$ cat src/hw/rtl/ecsm_pkg.sv
// Shared types, constants and helpers for the elliptic-curve scalar multiply core.
`default_nettype none
package ecsm_pkg;

    localparam int FIELD_BITS = 16;
    localparam int DIV_NUM_W  = 2 * FIELD_BITS;
    localparam int COEF_W     = FIELD_BITS + 2;
    localparam int CFG_IDX_W  = 1;

    localparam logic [CFG_IDX_W-1:0] REG_PRIME   = 1'b0;
    localparam logic [CFG_IDX_W-1:0] REG_CURVE_A = 1'b1;

    localparam logic [FIELD_BITS-1:0] PRIME_RESET   = FIELD_BITS'(23);
    localparam logic [FIELD_BITS-1:0] CURVE_A_RESET = FIELD_BITS'(1);

    typedef logic [FIELD_BITS-1:0] t_coord;

    typedef struct packed {
        t_coord base_x;
        t_coord base_y;
        logic [15:0] scalar_k;
    } t_in_word;

    typedef struct packed {
        t_coord result_x;
        t_coord result_y;
        logic   hit_negative;
    } t_out_word;

    typedef enum logic [3:0] {
        OP_NONE,
        OP_RED_GX,
        OP_RED_GY,
        OP_RED_A,
        OP_GXSQ,
        OP_SNUM_D,
        OP_DEN_D,
        OP_SNUM_A,
        OP_DEN_A,
        OP_EUC,
        OP_FIN,
        OP_SLOPE,
        OP_NX,
        OP_NY
    } t_op;

    typedef enum logic [1:0] {
        PH_IDLE,
        PH_DIV,
        PH_POST,
        PH_WB
    } t_phase;

    typedef enum logic [4:0] {
        S_IDLE,
        S_RED_GX,
        S_RED_GY,
        S_RED_A,
        S_CHECK,
        S_GXSQ,
        S_SNUM_D,
        S_DEN_D,
        S_SNUM_A,
        S_DEN_A,
        S_EUC_CHK,
        S_EUC,
        S_FIN,
        S_SLOPE,
        S_NX,
        S_NY,
        S_STEP,
        S_EMIT
    } t_ctrl_state;

    typedef struct packed {
        logic go;
        t_op  op;
        logic load;
        logic inc;
        logic emit;
        logic emit_hit;
    } t_dp_cmd;

    typedef struct packed {
        logic op_done;
        logic p_small;
        logic k_small;
        logic at_neg;
        logic at_base;
        logic euc_go;
        logic order_eq_k;
        logic out_free;
    } t_dp_status;

    // (u - v) mod p for u, v already below p
    function automatic t_coord sub_mod(input t_coord u, input t_coord v, input t_coord p);
        logic [FIELD_BITS:0] sum;
        begin
            if (u >= v) begin
                sum = {1'b0, u} - {1'b0, v};
            end else begin
                sum = {1'b0, u} + {1'b0, p} - {1'b0, v};
            end
            sub_mod = sum[FIELD_BITS-1:0];
        end
    endfunction

endpackage
`default_nettype wire

$ cat src/hw/rtl/ecsm_div.sv
// Restoring divider, one quotient bit per cycle.
`default_nettype none
module ecsm_div (
    input  wire logic                         i_clk,
    input  wire logic                         i_rst_n,
    input  wire logic                         i_start,
    input  wire logic [ecsm_pkg::DIV_NUM_W-1:0]  i_num,
    input  wire logic [ecsm_pkg::FIELD_BITS-1:0] i_den,
    output logic                              o_done,
    output logic [ecsm_pkg::DIV_NUM_W-1:0]    o_quo,
    output logic [ecsm_pkg::FIELD_BITS-1:0]   o_rem
);
    import ecsm_pkg::*;

    localparam int CNT_W = $clog2(DIV_NUM_W);

    logic                  r_busy;
    logic                  r_done;
    logic [CNT_W-1:0]      r_cnt;
    logic [DIV_NUM_W-1:0]  r_num;
    logic [FIELD_BITS-1:0] r_rem;

    logic [FIELD_BITS:0]   trial;
    logic [FIELD_BITS:0]   diff;
    logic                  ge;
    logic [FIELD_BITS-1:0] n_rem;

    assign trial = {r_rem, r_num[DIV_NUM_W-1]};
    assign ge    = trial >= {1'b0, i_den};
    assign diff  = trial - {1'b0, i_den};
    assign n_rem = ge ? diff[FIELD_BITS-1:0] : trial[FIELD_BITS-1:0];

    always_ff @(posedge i_clk) begin
        if (!i_rst_n) begin
            r_busy <= 1'b0;
            r_done <= 1'b0;
            r_cnt  <= '0;
        end else begin
            r_done <= 1'b0;
            if (i_start) begin
                r_busy <= 1'b1;
                r_cnt  <= '0;
            end else if (r_busy) begin
                r_cnt <= r_cnt + 1'b1;
                if (r_cnt == CNT_W'(DIV_NUM_W - 1)) begin
                    r_busy <= 1'b0;
                    r_done <= 1'b1;
                end
            end
        end
    end

    always_ff @(posedge i_clk) begin
        if (i_start) begin
            r_num <= i_num;
            r_rem <= '0;
        end else if (r_busy) begin
            r_num <= {r_num[DIV_NUM_W-2:0], ge};
            r_rem <= n_rem;
        end
    end

    assign o_done = r_done;
    assign o_quo  = r_num;
    assign o_rem  = r_rem;

endmodule
`default_nettype wire

$ cat src/hw/rtl/ecsm_dp.sv
// Datapath: point registers, Euclid coefficients, shared multiplier and divider.
`default_nettype none
module ecsm_dp (
    input  wire logic                  i_clk,
    input  wire logic                  i_rst_n,
    input  wire ecsm_pkg::t_dp_cmd     i_cmd,
    input  wire ecsm_pkg::t_in_word    i_in_word,
    input  wire ecsm_pkg::t_coord      i_prime,
    input  wire ecsm_pkg::t_coord      i_curve_a,
    input  wire logic                  i_out_ready,
    output ecsm_pkg::t_dp_status       o_status,
    output logic                       o_out_valid,
    output ecsm_pkg::t_out_word        o_out_word
);
    import ecsm_pkg::*;

    t_phase r_phase;
    t_phase n_phase;

    t_coord r_gx, r_gy, r_nx, r_ny, r_a, r_s, r_t, r_u, r_m;
    logic [15:0] r_k, r_order;
    logic signed [COEF_W-1:0] r_cx, r_cy, r_qcy;
    logic      r_out_valid;
    t_out_word r_out_word;

    logic                  div_start;
    logic                  div_done;
    logic [DIV_NUM_W-1:0]  div_num;
    t_coord                div_den;
    logic [DIV_NUM_W-1:0]  div_quo;
    t_coord                div_rem;

    t_coord                mul_a, mul_b;
    logic [DIV_NUM_W-1:0]  prod;
    logic [COEF_W-1:0]     cx_mag;
    logic [FIELD_BITS:0]   twice_gy;
    logic [FIELD_BITS:0]   neg_ny;
    logic signed [COEF_W+FIELD_BITS:0] qcy_full;
    logic                  op_done;

    // next phase
    always_comb begin
        n_phase = r_phase;
        case (r_phase)
            PH_IDLE: if (i_cmd.go) n_phase = PH_DIV;
            PH_DIV:  if (div_done) n_phase = PH_POST;
            PH_POST: n_phase = PH_WB;
            PH_WB:   n_phase = PH_IDLE;
            default: n_phase = PH_IDLE;
        endcase
    end

    // phase outputs
    always_comb begin
        div_start = 1'b0;
        op_done   = 1'b0;
        case (r_phase)
            PH_IDLE: div_start = i_cmd.go;
            PH_WB:   op_done   = 1'b1;
            default: begin
                div_start = 1'b0;
                op_done   = 1'b0;
            end
        endcase
    end

    always_ff @(posedge i_clk) begin
        if (!i_rst_n) begin
            r_phase <= PH_IDLE;
        end else begin
            r_phase <= n_phase;
        end
    end

    assign cx_mag = r_cx[COEF_W-1] ? COEF_W'(-r_cx) : COEF_W'(r_cx);

    // shared multiplier operand select
    always_comb begin
        mul_a = r_s;
        mul_b = r_s;
        case (i_cmd.op)
            OP_GXSQ:  begin mul_a = r_gx; mul_b = r_gx; end
            OP_SNUM_D: begin mul_a = r_t; mul_b = FIELD_BITS'(3); end
            OP_SLOPE: begin mul_a = r_s; mul_b = r_t; end
            OP_NY:    begin mul_a = r_s; mul_b = sub_mod(r_gx, r_nx, i_prime); end
            default:  begin mul_a = r_s; mul_b = r_s; end
        endcase
    end

    assign prod = DIV_NUM_W'(mul_a) * DIV_NUM_W'(mul_b);

    always_comb begin
        div_den = i_prime;
        case (i_cmd.op)
            OP_RED_GX: div_num = DIV_NUM_W'(r_gx);
            OP_RED_GY: div_num = DIV_NUM_W'(r_gy);
            OP_RED_A:  div_num = DIV_NUM_W'(r_a);
            OP_SNUM_D: div_num = prod + DIV_NUM_W'(r_a);
            OP_EUC: begin
                div_num = DIV_NUM_W'(r_u);
                div_den = r_m;
            end
            OP_FIN:    div_num = DIV_NUM_W'(cx_mag);
            default:   div_num = prod;
        endcase
    end

    ecsm_div u_div (
        .i_clk   (i_clk),
        .i_rst_n (i_rst_n),
        .i_start (div_start),
        .i_num   (div_num),
        .i_den   (div_den),
        .o_done  (div_done),
        .o_quo   (div_quo),
        .o_rem   (div_rem)
    );

    assign twice_gy = {r_gy, 1'b0};
    assign neg_ny   = {1'b0, i_prime} - {1'b0, r_ny};
    assign qcy_full = $signed({1'b0, div_quo[FIELD_BITS-1:0]}) * r_cy;

    always_ff @(posedge i_clk) begin
        if (i_cmd.load) begin
            r_gx    <= i_in_word.base_x;
            r_gy    <= i_in_word.base_y;
            r_nx    <= i_in_word.base_x;
            r_ny    <= i_in_word.base_y;
            r_k     <= i_in_word.scalar_k;
            r_a     <= i_curve_a;
            r_order <= 16'd2;
        end
        if (i_cmd.inc) begin
            r_order <= r_order + 16'd1;
        end
        if (r_phase == PH_POST) begin
            r_qcy <= qcy_full[COEF_W-1:0];
        end
        if (r_phase == PH_WB) begin
            case (i_cmd.op)
                OP_RED_GX: r_gx <= div_rem;
                OP_RED_GY: r_gy <= div_rem;
                OP_RED_A: begin
                    r_a  <= div_rem;
                    r_nx <= r_gx;
                    r_ny <= r_gy;
                end
                OP_GXSQ:   r_t <= div_rem;
                OP_SNUM_D: r_s <= div_rem;
                OP_DEN_D: begin
                    r_u  <= (twice_gy >= {1'b0, i_prime})
                            ? FIELD_BITS'(twice_gy - {1'b0, i_prime})
                            : twice_gy[FIELD_BITS-1:0];
                    r_m  <= i_prime;
                    r_cx <= COEF_W'(1);
                    r_cy <= '0;
                end
                OP_SNUM_A: r_s <= sub_mod(r_ny, r_gy, i_prime);
                OP_DEN_A: begin
                    r_u  <= sub_mod(r_nx, r_gx, i_prime);
                    r_m  <= i_prime;
                    r_cx <= COEF_W'(1);
                    r_cy <= '0;
                end
                OP_EUC: begin
                    r_u  <= r_m;
                    r_m  <= div_rem;
                    r_cx <= r_cy;
                    r_cy <= r_cx - r_qcy;
                end
                OP_FIN: begin
                    r_t <= (r_cx[COEF_W-1] && div_rem != '0) ? (i_prime - div_rem) : div_rem;
                end
                OP_SLOPE: r_s <= div_rem;
                OP_NX: r_nx <= sub_mod(sub_mod(div_rem, r_gx, i_prime), r_nx, i_prime);
                OP_NY: r_ny <= sub_mod(div_rem, r_gy, i_prime);
                default: r_s <= r_s;
            endcase
        end
    end

    // output register
    always_ff @(posedge i_clk) begin
        if (!i_rst_n) begin
            r_out_valid <= 1'b0;
        end else if (i_cmd.emit) begin
            r_out_valid <= 1'b1;
        end else if (i_out_ready) begin
            r_out_valid <= 1'b0;
        end
    end

    always_ff @(posedge i_clk) begin
        if (i_cmd.emit) begin
            r_out_word.result_x     <= r_nx;
            r_out_word.result_y     <= r_ny;
            r_out_word.hit_negative <= i_cmd.emit_hit;
        end
    end

    assign o_out_valid = r_out_valid;
    assign o_out_word  = r_out_word;

    always_comb begin
        o_status.op_done    = op_done;
        o_status.p_small    = i_prime < FIELD_BITS'(3);
        o_status.k_small    = r_k < 16'd2;
        o_status.at_neg     = (r_nx == r_gx) && ({1'b0, r_gy} == neg_ny);
        o_status.at_base    = (r_nx == r_gx) && (r_ny == r_gy);
        o_status.euc_go     = (r_u > FIELD_BITS'(1)) && (r_m != '0);
        o_status.order_eq_k = r_order == r_k;
        o_status.out_free   = !r_out_valid || i_out_ready;
    end

endmodule
`default_nettype wire

$ cat src/hw/rtl/ecsm_ctrl.sv
// Controller: sequences the reductions, slope, inversion and point update steps.
`default_nettype none
module ecsm_ctrl (
    input  wire logic                 i_clk,
    input  wire logic                 i_rst_n,
    input  wire logic                 i_in_valid,
    output logic                      o_in_ready,
    input  wire ecsm_pkg::t_dp_status i_status,
    output ecsm_pkg::t_dp_cmd         o_cmd
);
    import ecsm_pkg::*;

    t_ctrl_state r_state;
    t_ctrl_state n_state;
    logic        r_hit;
    logic        accept;

    assign accept = i_in_valid && (r_state == S_IDLE);

    // next state
    always_comb begin
        n_state = r_state;
        case (r_state)
            S_IDLE:    if (accept) n_state = i_status.p_small ? S_EMIT : S_RED_GX;
            S_RED_GX:  if (i_status.op_done) n_state = S_RED_GY;
            S_RED_GY:  if (i_status.op_done) n_state = S_RED_A;
            S_RED_A:   if (i_status.op_done) n_state = i_status.k_small ? S_EMIT : S_CHECK;
            S_CHECK: begin
                if (i_status.at_neg) begin
                    n_state = S_EMIT;
                end else if (i_status.at_base) begin
                    n_state = S_GXSQ;
                end else begin
                    n_state = S_SNUM_A;
                end
            end
            S_GXSQ:    if (i_status.op_done) n_state = S_SNUM_D;
            S_SNUM_D:  if (i_status.op_done) n_state = S_DEN_D;
            S_DEN_D:   if (i_status.op_done) n_state = S_EUC_CHK;
            S_SNUM_A:  if (i_status.op_done) n_state = S_DEN_A;
            S_DEN_A:   if (i_status.op_done) n_state = S_EUC_CHK;
            S_EUC_CHK: n_state = i_status.euc_go ? S_EUC : S_FIN;
            S_EUC:     if (i_status.op_done) n_state = S_EUC_CHK;
            S_FIN:     if (i_status.op_done) n_state = S_SLOPE;
            S_SLOPE:   if (i_status.op_done) n_state = S_NX;
            S_NX:      if (i_status.op_done) n_state = S_NY;
            S_NY:      if (i_status.op_done) n_state = S_STEP;
            S_STEP:    n_state = i_status.order_eq_k ? S_EMIT : S_CHECK;
            S_EMIT:    if (i_status.out_free) n_state = S_IDLE;
            default:   n_state = S_IDLE;
        endcase
    end

    // outputs
    always_comb begin
        o_cmd          = '0;
        o_cmd.op       = OP_NONE;
        o_cmd.emit_hit = r_hit;
        o_in_ready     = 1'b0;
        case (r_state)
            S_IDLE: begin
                o_in_ready = 1'b1;
                o_cmd.load = accept;
            end
            S_RED_GX: begin o_cmd.go = 1'b1; o_cmd.op = OP_RED_GX; end
            S_RED_GY: begin o_cmd.go = 1'b1; o_cmd.op = OP_RED_GY; end
            S_RED_A:  begin o_cmd.go = 1'b1; o_cmd.op = OP_RED_A;  end
            S_GXSQ:   begin o_cmd.go = 1'b1; o_cmd.op = OP_GXSQ;   end
            S_SNUM_D: begin o_cmd.go = 1'b1; o_cmd.op = OP_SNUM_D; end
            S_DEN_D:  begin o_cmd.go = 1'b1; o_cmd.op = OP_DEN_D;  end
            S_SNUM_A: begin o_cmd.go = 1'b1; o_cmd.op = OP_SNUM_A; end
            S_DEN_A:  begin o_cmd.go = 1'b1; o_cmd.op = OP_DEN_A;  end
            S_EUC:    begin o_cmd.go = 1'b1; o_cmd.op = OP_EUC;    end
            S_FIN:    begin o_cmd.go = 1'b1; o_cmd.op = OP_FIN;    end
            S_SLOPE:  begin o_cmd.go = 1'b1; o_cmd.op = OP_SLOPE;  end
            S_NX:     begin o_cmd.go = 1'b1; o_cmd.op = OP_NX;     end
            S_NY:     begin o_cmd.go = 1'b1; o_cmd.op = OP_NY;     end
            S_STEP:   o_cmd.inc  = !i_status.order_eq_k;
            S_EMIT:   o_cmd.emit = i_status.out_free;
            default:  o_cmd.op   = OP_NONE;
        endcase
    end

    always_ff @(posedge i_clk) begin
        if (!i_rst_n) begin
            r_state <= S_IDLE;
            r_hit   <= 1'b0;
        end else begin
            r_state <= n_state;
            if (accept) begin
                r_hit <= 1'b0;
            end else if (r_state == S_CHECK && i_status.at_neg) begin
                r_hit <= 1'b1;
            end
        end
    end

endmodule
`default_nettype wire

$ cat src/hw/rtl/ec_scalar_multiply_small_field_core.sv
// Top level of the elliptic-curve scalar multiply core.
`default_nettype none
// Computes k*G on y^2 = x^3 + a*x + b over GF(p) by repeated affine point
// addition: the first step doubles G, every later step adds G, and the run
// ends when the step count reaches k or, earlier, when the running point
// equals -G (hit_negative set). k of 0 or 1 returns G; p below 3 returns the
// base point unreduced. One word is taken at a time; o_in_ready stays low
// until the result word has been loaded into the output register, which the
// next input word may then overtake. All arithmetic goes through one 32-step
// restoring divider, and each operation runs through start, the 32 divider
// steps, done, post and write-back in turn. There are three reductions up
// front, then per point step six to seven operations plus one per Euclid
// iteration of the slope inversion (at most about 24 for a 16-bit field),
// with a separate state for each Euclid test, for the -G check and for the
// step count. Configuration registers (index 0: prime p, index 1:
// coefficient a) must be written by the user only while the core is idle;
// the core itself does not enforce this.
module ec_scalar_multiply_small_field_core (
    input  wire logic                              i_clk,
    input  wire logic                              i_rst_n,
    input  wire logic                              i_in_valid,
    output logic                                   o_in_ready,
    input  wire ecsm_pkg::t_in_word                i_in_word,
    output logic                                   o_out_valid,
    input  wire logic                              i_out_ready,
    output ecsm_pkg::t_out_word                    o_out_word,
    input  wire logic                              i_cfg_we,
    input  wire logic [ecsm_pkg::CFG_IDX_W-1:0]    i_cfg_index,
    input  wire logic [ecsm_pkg::FIELD_BITS-1:0]   i_cfg_data
);
    import ecsm_pkg::*;

    t_coord     r_prime;
    t_coord     r_curve_a;
    t_dp_cmd    cmd;
    t_dp_status status;

    // configuration registers; hold until rewritten
    always_ff @(posedge i_clk) begin
        if (!i_rst_n) begin
            r_prime   <= PRIME_RESET;
            r_curve_a <= CURVE_A_RESET;
        end else if (i_cfg_we) begin
            case (i_cfg_index)
                REG_PRIME:   r_prime   <= i_cfg_data;
                REG_CURVE_A: r_curve_a <= i_cfg_data;
                default:     r_prime   <= r_prime;
            endcase
        end
    end

    // sequencer: one operation at a time, advance on op_done
    ecsm_ctrl u_ctrl (
        .i_clk      (i_clk),
        .i_rst_n    (i_rst_n),
        .i_in_valid (i_in_valid),
        .o_in_ready (o_in_ready),
        .i_status   (status),
        .o_cmd      (cmd)
    );

    // arithmetic and result register
    ecsm_dp u_dp (
        .i_clk       (i_clk),
        .i_rst_n     (i_rst_n),
        .i_cmd       (cmd),
        .i_in_word   (i_in_word),
        .i_prime     (r_prime),
        .i_curve_a   (r_curve_a),
        .i_out_ready (i_out_ready),
        .o_status    (status),
        .o_out_valid (o_out_valid),
        .o_out_word  (o_out_word)
    );

endmodule
`default_nettype wire

$ cat config.mk
export PLATFORM = sky130hd
export DESIGN_NAME = ec_scalar_multiply_small_field_core
export DESIGN_NICKNAME = d
export VERILOG_FILES = /design/src/hw/rtl/ecsm_pkg.sv /design/src/hw/rtl/ecsm_div.sv /design/src/hw/rtl/ecsm_dp.sv /design/src/hw/rtl/ecsm_ctrl.sv /design/src/hw/rtl/ec_scalar_multiply_small_field_core.sv
export SDC_FILE = /design/constraint.sdc
export NUM_CORES = 2
export LEC_CHECK = 0
export BUFFER_PORTS_ARGS = -buffer_cell sky130_fd_sc_hd__buf_2
export CAP_MARGIN = 0
export CELL_PAD_IN_SITES_DETAIL_PLACEMENT = 0
export CELL_PAD_IN_SITES_GLOBAL_PLACEMENT = 1
export CORE_MARGIN = 3
export CORE_UTILIZATION = 54
export DETAILED_ROUTE_END_ITERATION = 8
export GPL_TIMING_DRIVEN = 0
export PLACE_DENSITY = 0.9
export SLEW_MARGIN = 40
export SYNTH_ARGS = -nofsm -noshare
export SYNTH_HDL_FRONTEND = slang
export SYNTH_SLANG_ARGS = --single-unit
$ cat constraint.sdc
create_clock -name i_clk -period 18.2 [get_ports i_clk]
set_input_delay 3.64 -clock i_clk [delete_from_list [all_inputs] [get_ports i_clk]]
set_output_delay 3.64 -clock i_clk [all_outputs]
set_load 0.02 [all_outputs]
==> summary.md <==
| Metric | Value |
|---|---|
| Outcome | `complete, no violations` |
| Register area share after synthesis | `20.0%` |
| CTS tree | `done` |
| Worst Clk Skew | `0.0350 ns` |
| Post-synth EDFFs | `215` |
| MaxCap Viol Count | `0` |
| Total number of vias | `43300` |
| Starting density of the core | `54.6%` |
| Post-Synth Simple-Gate Area | `17.7%` |
| Clk Latency, worst-skew pair | `0.64 ns` |
| Post-DRT Antenna Nets | `0` |
| Finished Cell Area | `0.0504 mm2` |
| Clk pin slew, worst setup/hold paths | `0.07 ns` |
| Mux cell area share after synthesis | `1.59%` |
| Post-CTS sizing | `0` |
| Adder-cell share of the synthesized area | `28.6%` |
| Cells after synthesis | `5568` |
| FP Rows | `107` |
| Synth warn | `0` |
| Core Area | `0.0854 mm2` |
| Distinct cells, synth | `97` |
| Die W | `300 um` |
| Hold buffer count at CTS | `0` |
| CTS Buffer Depth | `3` |
| HPWL after detailed placement | `148000 um` |
| Post-layout util | `59.1%` |
| Root buf cell | `clkbuf_16` |
| Post-Syn Nets | `6478` |
| Die Ht | `300 um` |
| Drt wl/cell | `26.5 um` |
| GR Util All Layers | `40.2%` |
| Worst min path class | `flop to flop` |
| Reg2reg setup slack | `5.77 ns` |
| Tcrit/Tclk final | `68.3%` |
| Critical Setup Path Class | `flop to flop` |
| FMAX | `80.5 MHz` |
| Global-route wire length before repair | `269000 um` |
| Num CTS Buffers | `44` |
| DRT iter0 DRCs | `4702` |
| Largest family of logic cells by synthesized area | `adder cells` |
| Nets | `6638` |
| Most used cell, CP | `fa_1` |
| Post-synth top area cell | `fa_1` |
| Xor/xnor share of the synthesized area | `7.06%` |
| Worst slew pin tran | `1.02 ns` |
| Synth top area share | `16.2%` |
| Final setup viols | `0` |
| Compound-gate portion of the synthesized area | `17.6%` |
| Post-route DRC | `0` |
| Bufs and invs on worst path | `6` |
| Setup TNS | `0 ns` |
| CP endpoint kind | `flop` |
| Async SR Flop Fraction | `0%` |
| Synth area leaders | `fa_1, edfxtp_1, ha_1` |
| Main synth FF type | `edfxtp_1` |
| Synth Register Bits | `359` |
| # port buffers | `103` |
| Die area | `0.0899 mm2` |
| DP Worst Slack | `6.06 ns` |
| Final WS setup | `5.77 ns` |
| Top-Level Pins | `105` |
| Max H-tree Level | `2` |
| Share of cells above drive strength 1 | `5.78%` |
| Post-CTS setup buffers | `0` |
| Cell area after placement | `0.0489 mm2` |
| Vias per cell | `6.26` |
| RSZ-0062 raised after global routing | `false` |
| CP max stage cell | `dfxtp_1` |
| Vias in the first global route | `41400` |
| Final Max Slew Viols | `0` |
| Max incr delay on CP | `0.95 ns` |
| Mapped cell area | `0.0466 mm2` |
| Top delay family on crit path | `adder cells` |
| First drt pass iteration count | `9` |
| Hold Fails Final Rpt | `0` |
| Syn_area_per_cell | `8.37 um2` |
| Crit path launch type | `flop` |
| Crit-path max FO | `10` |
| Fin crit period | `12.43 ns` |
| Critical Path AT | `12.79 ns` |
| CP Data Required Time | `18.56 ns` |
| Final WL | `183000 um` |
| Initial antenna violation count | `8` |
| Largest net degree at the start of global routing | `34` |
| Relative slew margins | `31.4%` |
| Gr ovfl total | `0` |
| Routability Congestion | `1.10` |
| Area grow syn2layout | `8.21%` |
| Clock Sinks | `359` |
==> synth_stat cells (34+ instances only) <==
cell type and number:
nand3_1 100, a22oi_1 48, o21bai_1 35, dfxtp_1 144, edfxtp_1 215, ha_1 463, nand2_1 694, nor2b_1 69
fa_1 377, nand2b_1 50, mux2i_1 64, nor3_1 114, xnor2_1 224, a211oi_1 49, clkbuf_1 205, nor2_1 350
a21oi_1 338, o221ai_1 35, a31oi_1 46, a21o_1 83, a21boi_0 57, inv_1 677, o21a_1 42, o211ai_1 34
xor2_1 144, and2_1 144, nand4_1 61, o21ai_0 268, nor4_1 40
==> path summary, 6_finish.rpt <==
path | from | cells after the start | end
setup / recovery | r_prime[2] | 35 | u_dp.u_div.o_quo[31]
hold reg to reg | r_curve_a[9] | 2 | r_curve_a[9]
hold / removal | r_curve_a[9] | 2 | r_curve_a[9]
setup reg to reg | r_prime[2] | 35 | u_dp.u_div.o_quo[31]
==> layout by cell type, fill, tap and decap left out, drive strengths merged, types with 32 or more instances in the layout <==
cell type,synthesis,layout
a211oi,51,51
a21boi,58,58
a21o,83,83
a21oi,345,345
a22oi,48,48
a31oi,46,46
and2,146,146
and3,32,32
buf,31,145
clkbuf,205,263
dfxtp,144,144
edfxtp,215,215
fa,377,377
ha,463,463
inv,677,680
mux2i,64,64
nand2,694,694
nand2b,50,50
nand3,100,100
nand4,62,62
nor2,350,350
nor2b,69,69
nor3,114,114
nor4,42,42
o211ai,34,34
o21a,42,42
o21ai,286,286
o21bai,35,35
o221ai,37,37
xnor2,225,225
xor2,145,145
==> worst min-delay path, stage by stage, from the launching register on <==
cell and delay (ns):
dfxtp_1 0.31, nand2_1 0.05, a21boi_0 0.06
==> cell type report <==
| type | instances | area (um2) |
|---|---|---|
| clock inverter | 23 | 265 |
| tap | 1144 | 1430 |
| timing repair buffer | 114 | 678 |
| clock buffer | 58 | 1270 |
| antenna | 4 | 10.0 |
| fill | 8023 | 35000 |
| sequential | 359 | 9350 |
| inverter | 678 | 2540 |
| buffer | 236 | 941 |
| multi-input combinational | 4295 | 34000 |
==> layer usage <==
metal | vias up | share of wire (%) | global-route usage (%)
li1 | 19400 | - | -
met1 | 21000 | 40 | 52.5
met2 | 2287 | 42 | 60.4
met3 | 575 | 9.8 | 8.14
met4 | 8 | 8.1 | 26.9
met5 | - | 0.033 | 0
==> sequential cells by signal, indices dropped and copies added, names as in the netlist, 18 cells and up <==
register          flops
u_dp.o_out_word      33
u_dp.r_cx            18
u_dp.r_cy            18
u_dp.r_qcy           18
u_dp.u_div.o_quo     32
==> per-stage QoR <==
stage                     hold slack, ns  instances
final                              0.465       6911
after detailed placement           0.462       6826
after global placement             0.457       6815
after global routing               0.480       6907
after CTS                          0.470       6907
after floorplan                    0.408       5568
==> logic make-up (layout without fill, tap and decap cells) <==
family / Yosys count / count (layout)
and+or+nand+nor: 1756 / 1756
AOI/OAI and AO/OA: 1255 / 1255
buffers and inverters: 914 / 1109
adders and majority gates: 840 / 840
xor gates and xnor gates: 371 / 371
DFF: 359 / 359
muxes: 73 / 73
other: 0 / 4
Power is not shown: default switching activity piles up to over one toggle a cycle in this logic, so the estimate is an artifact.
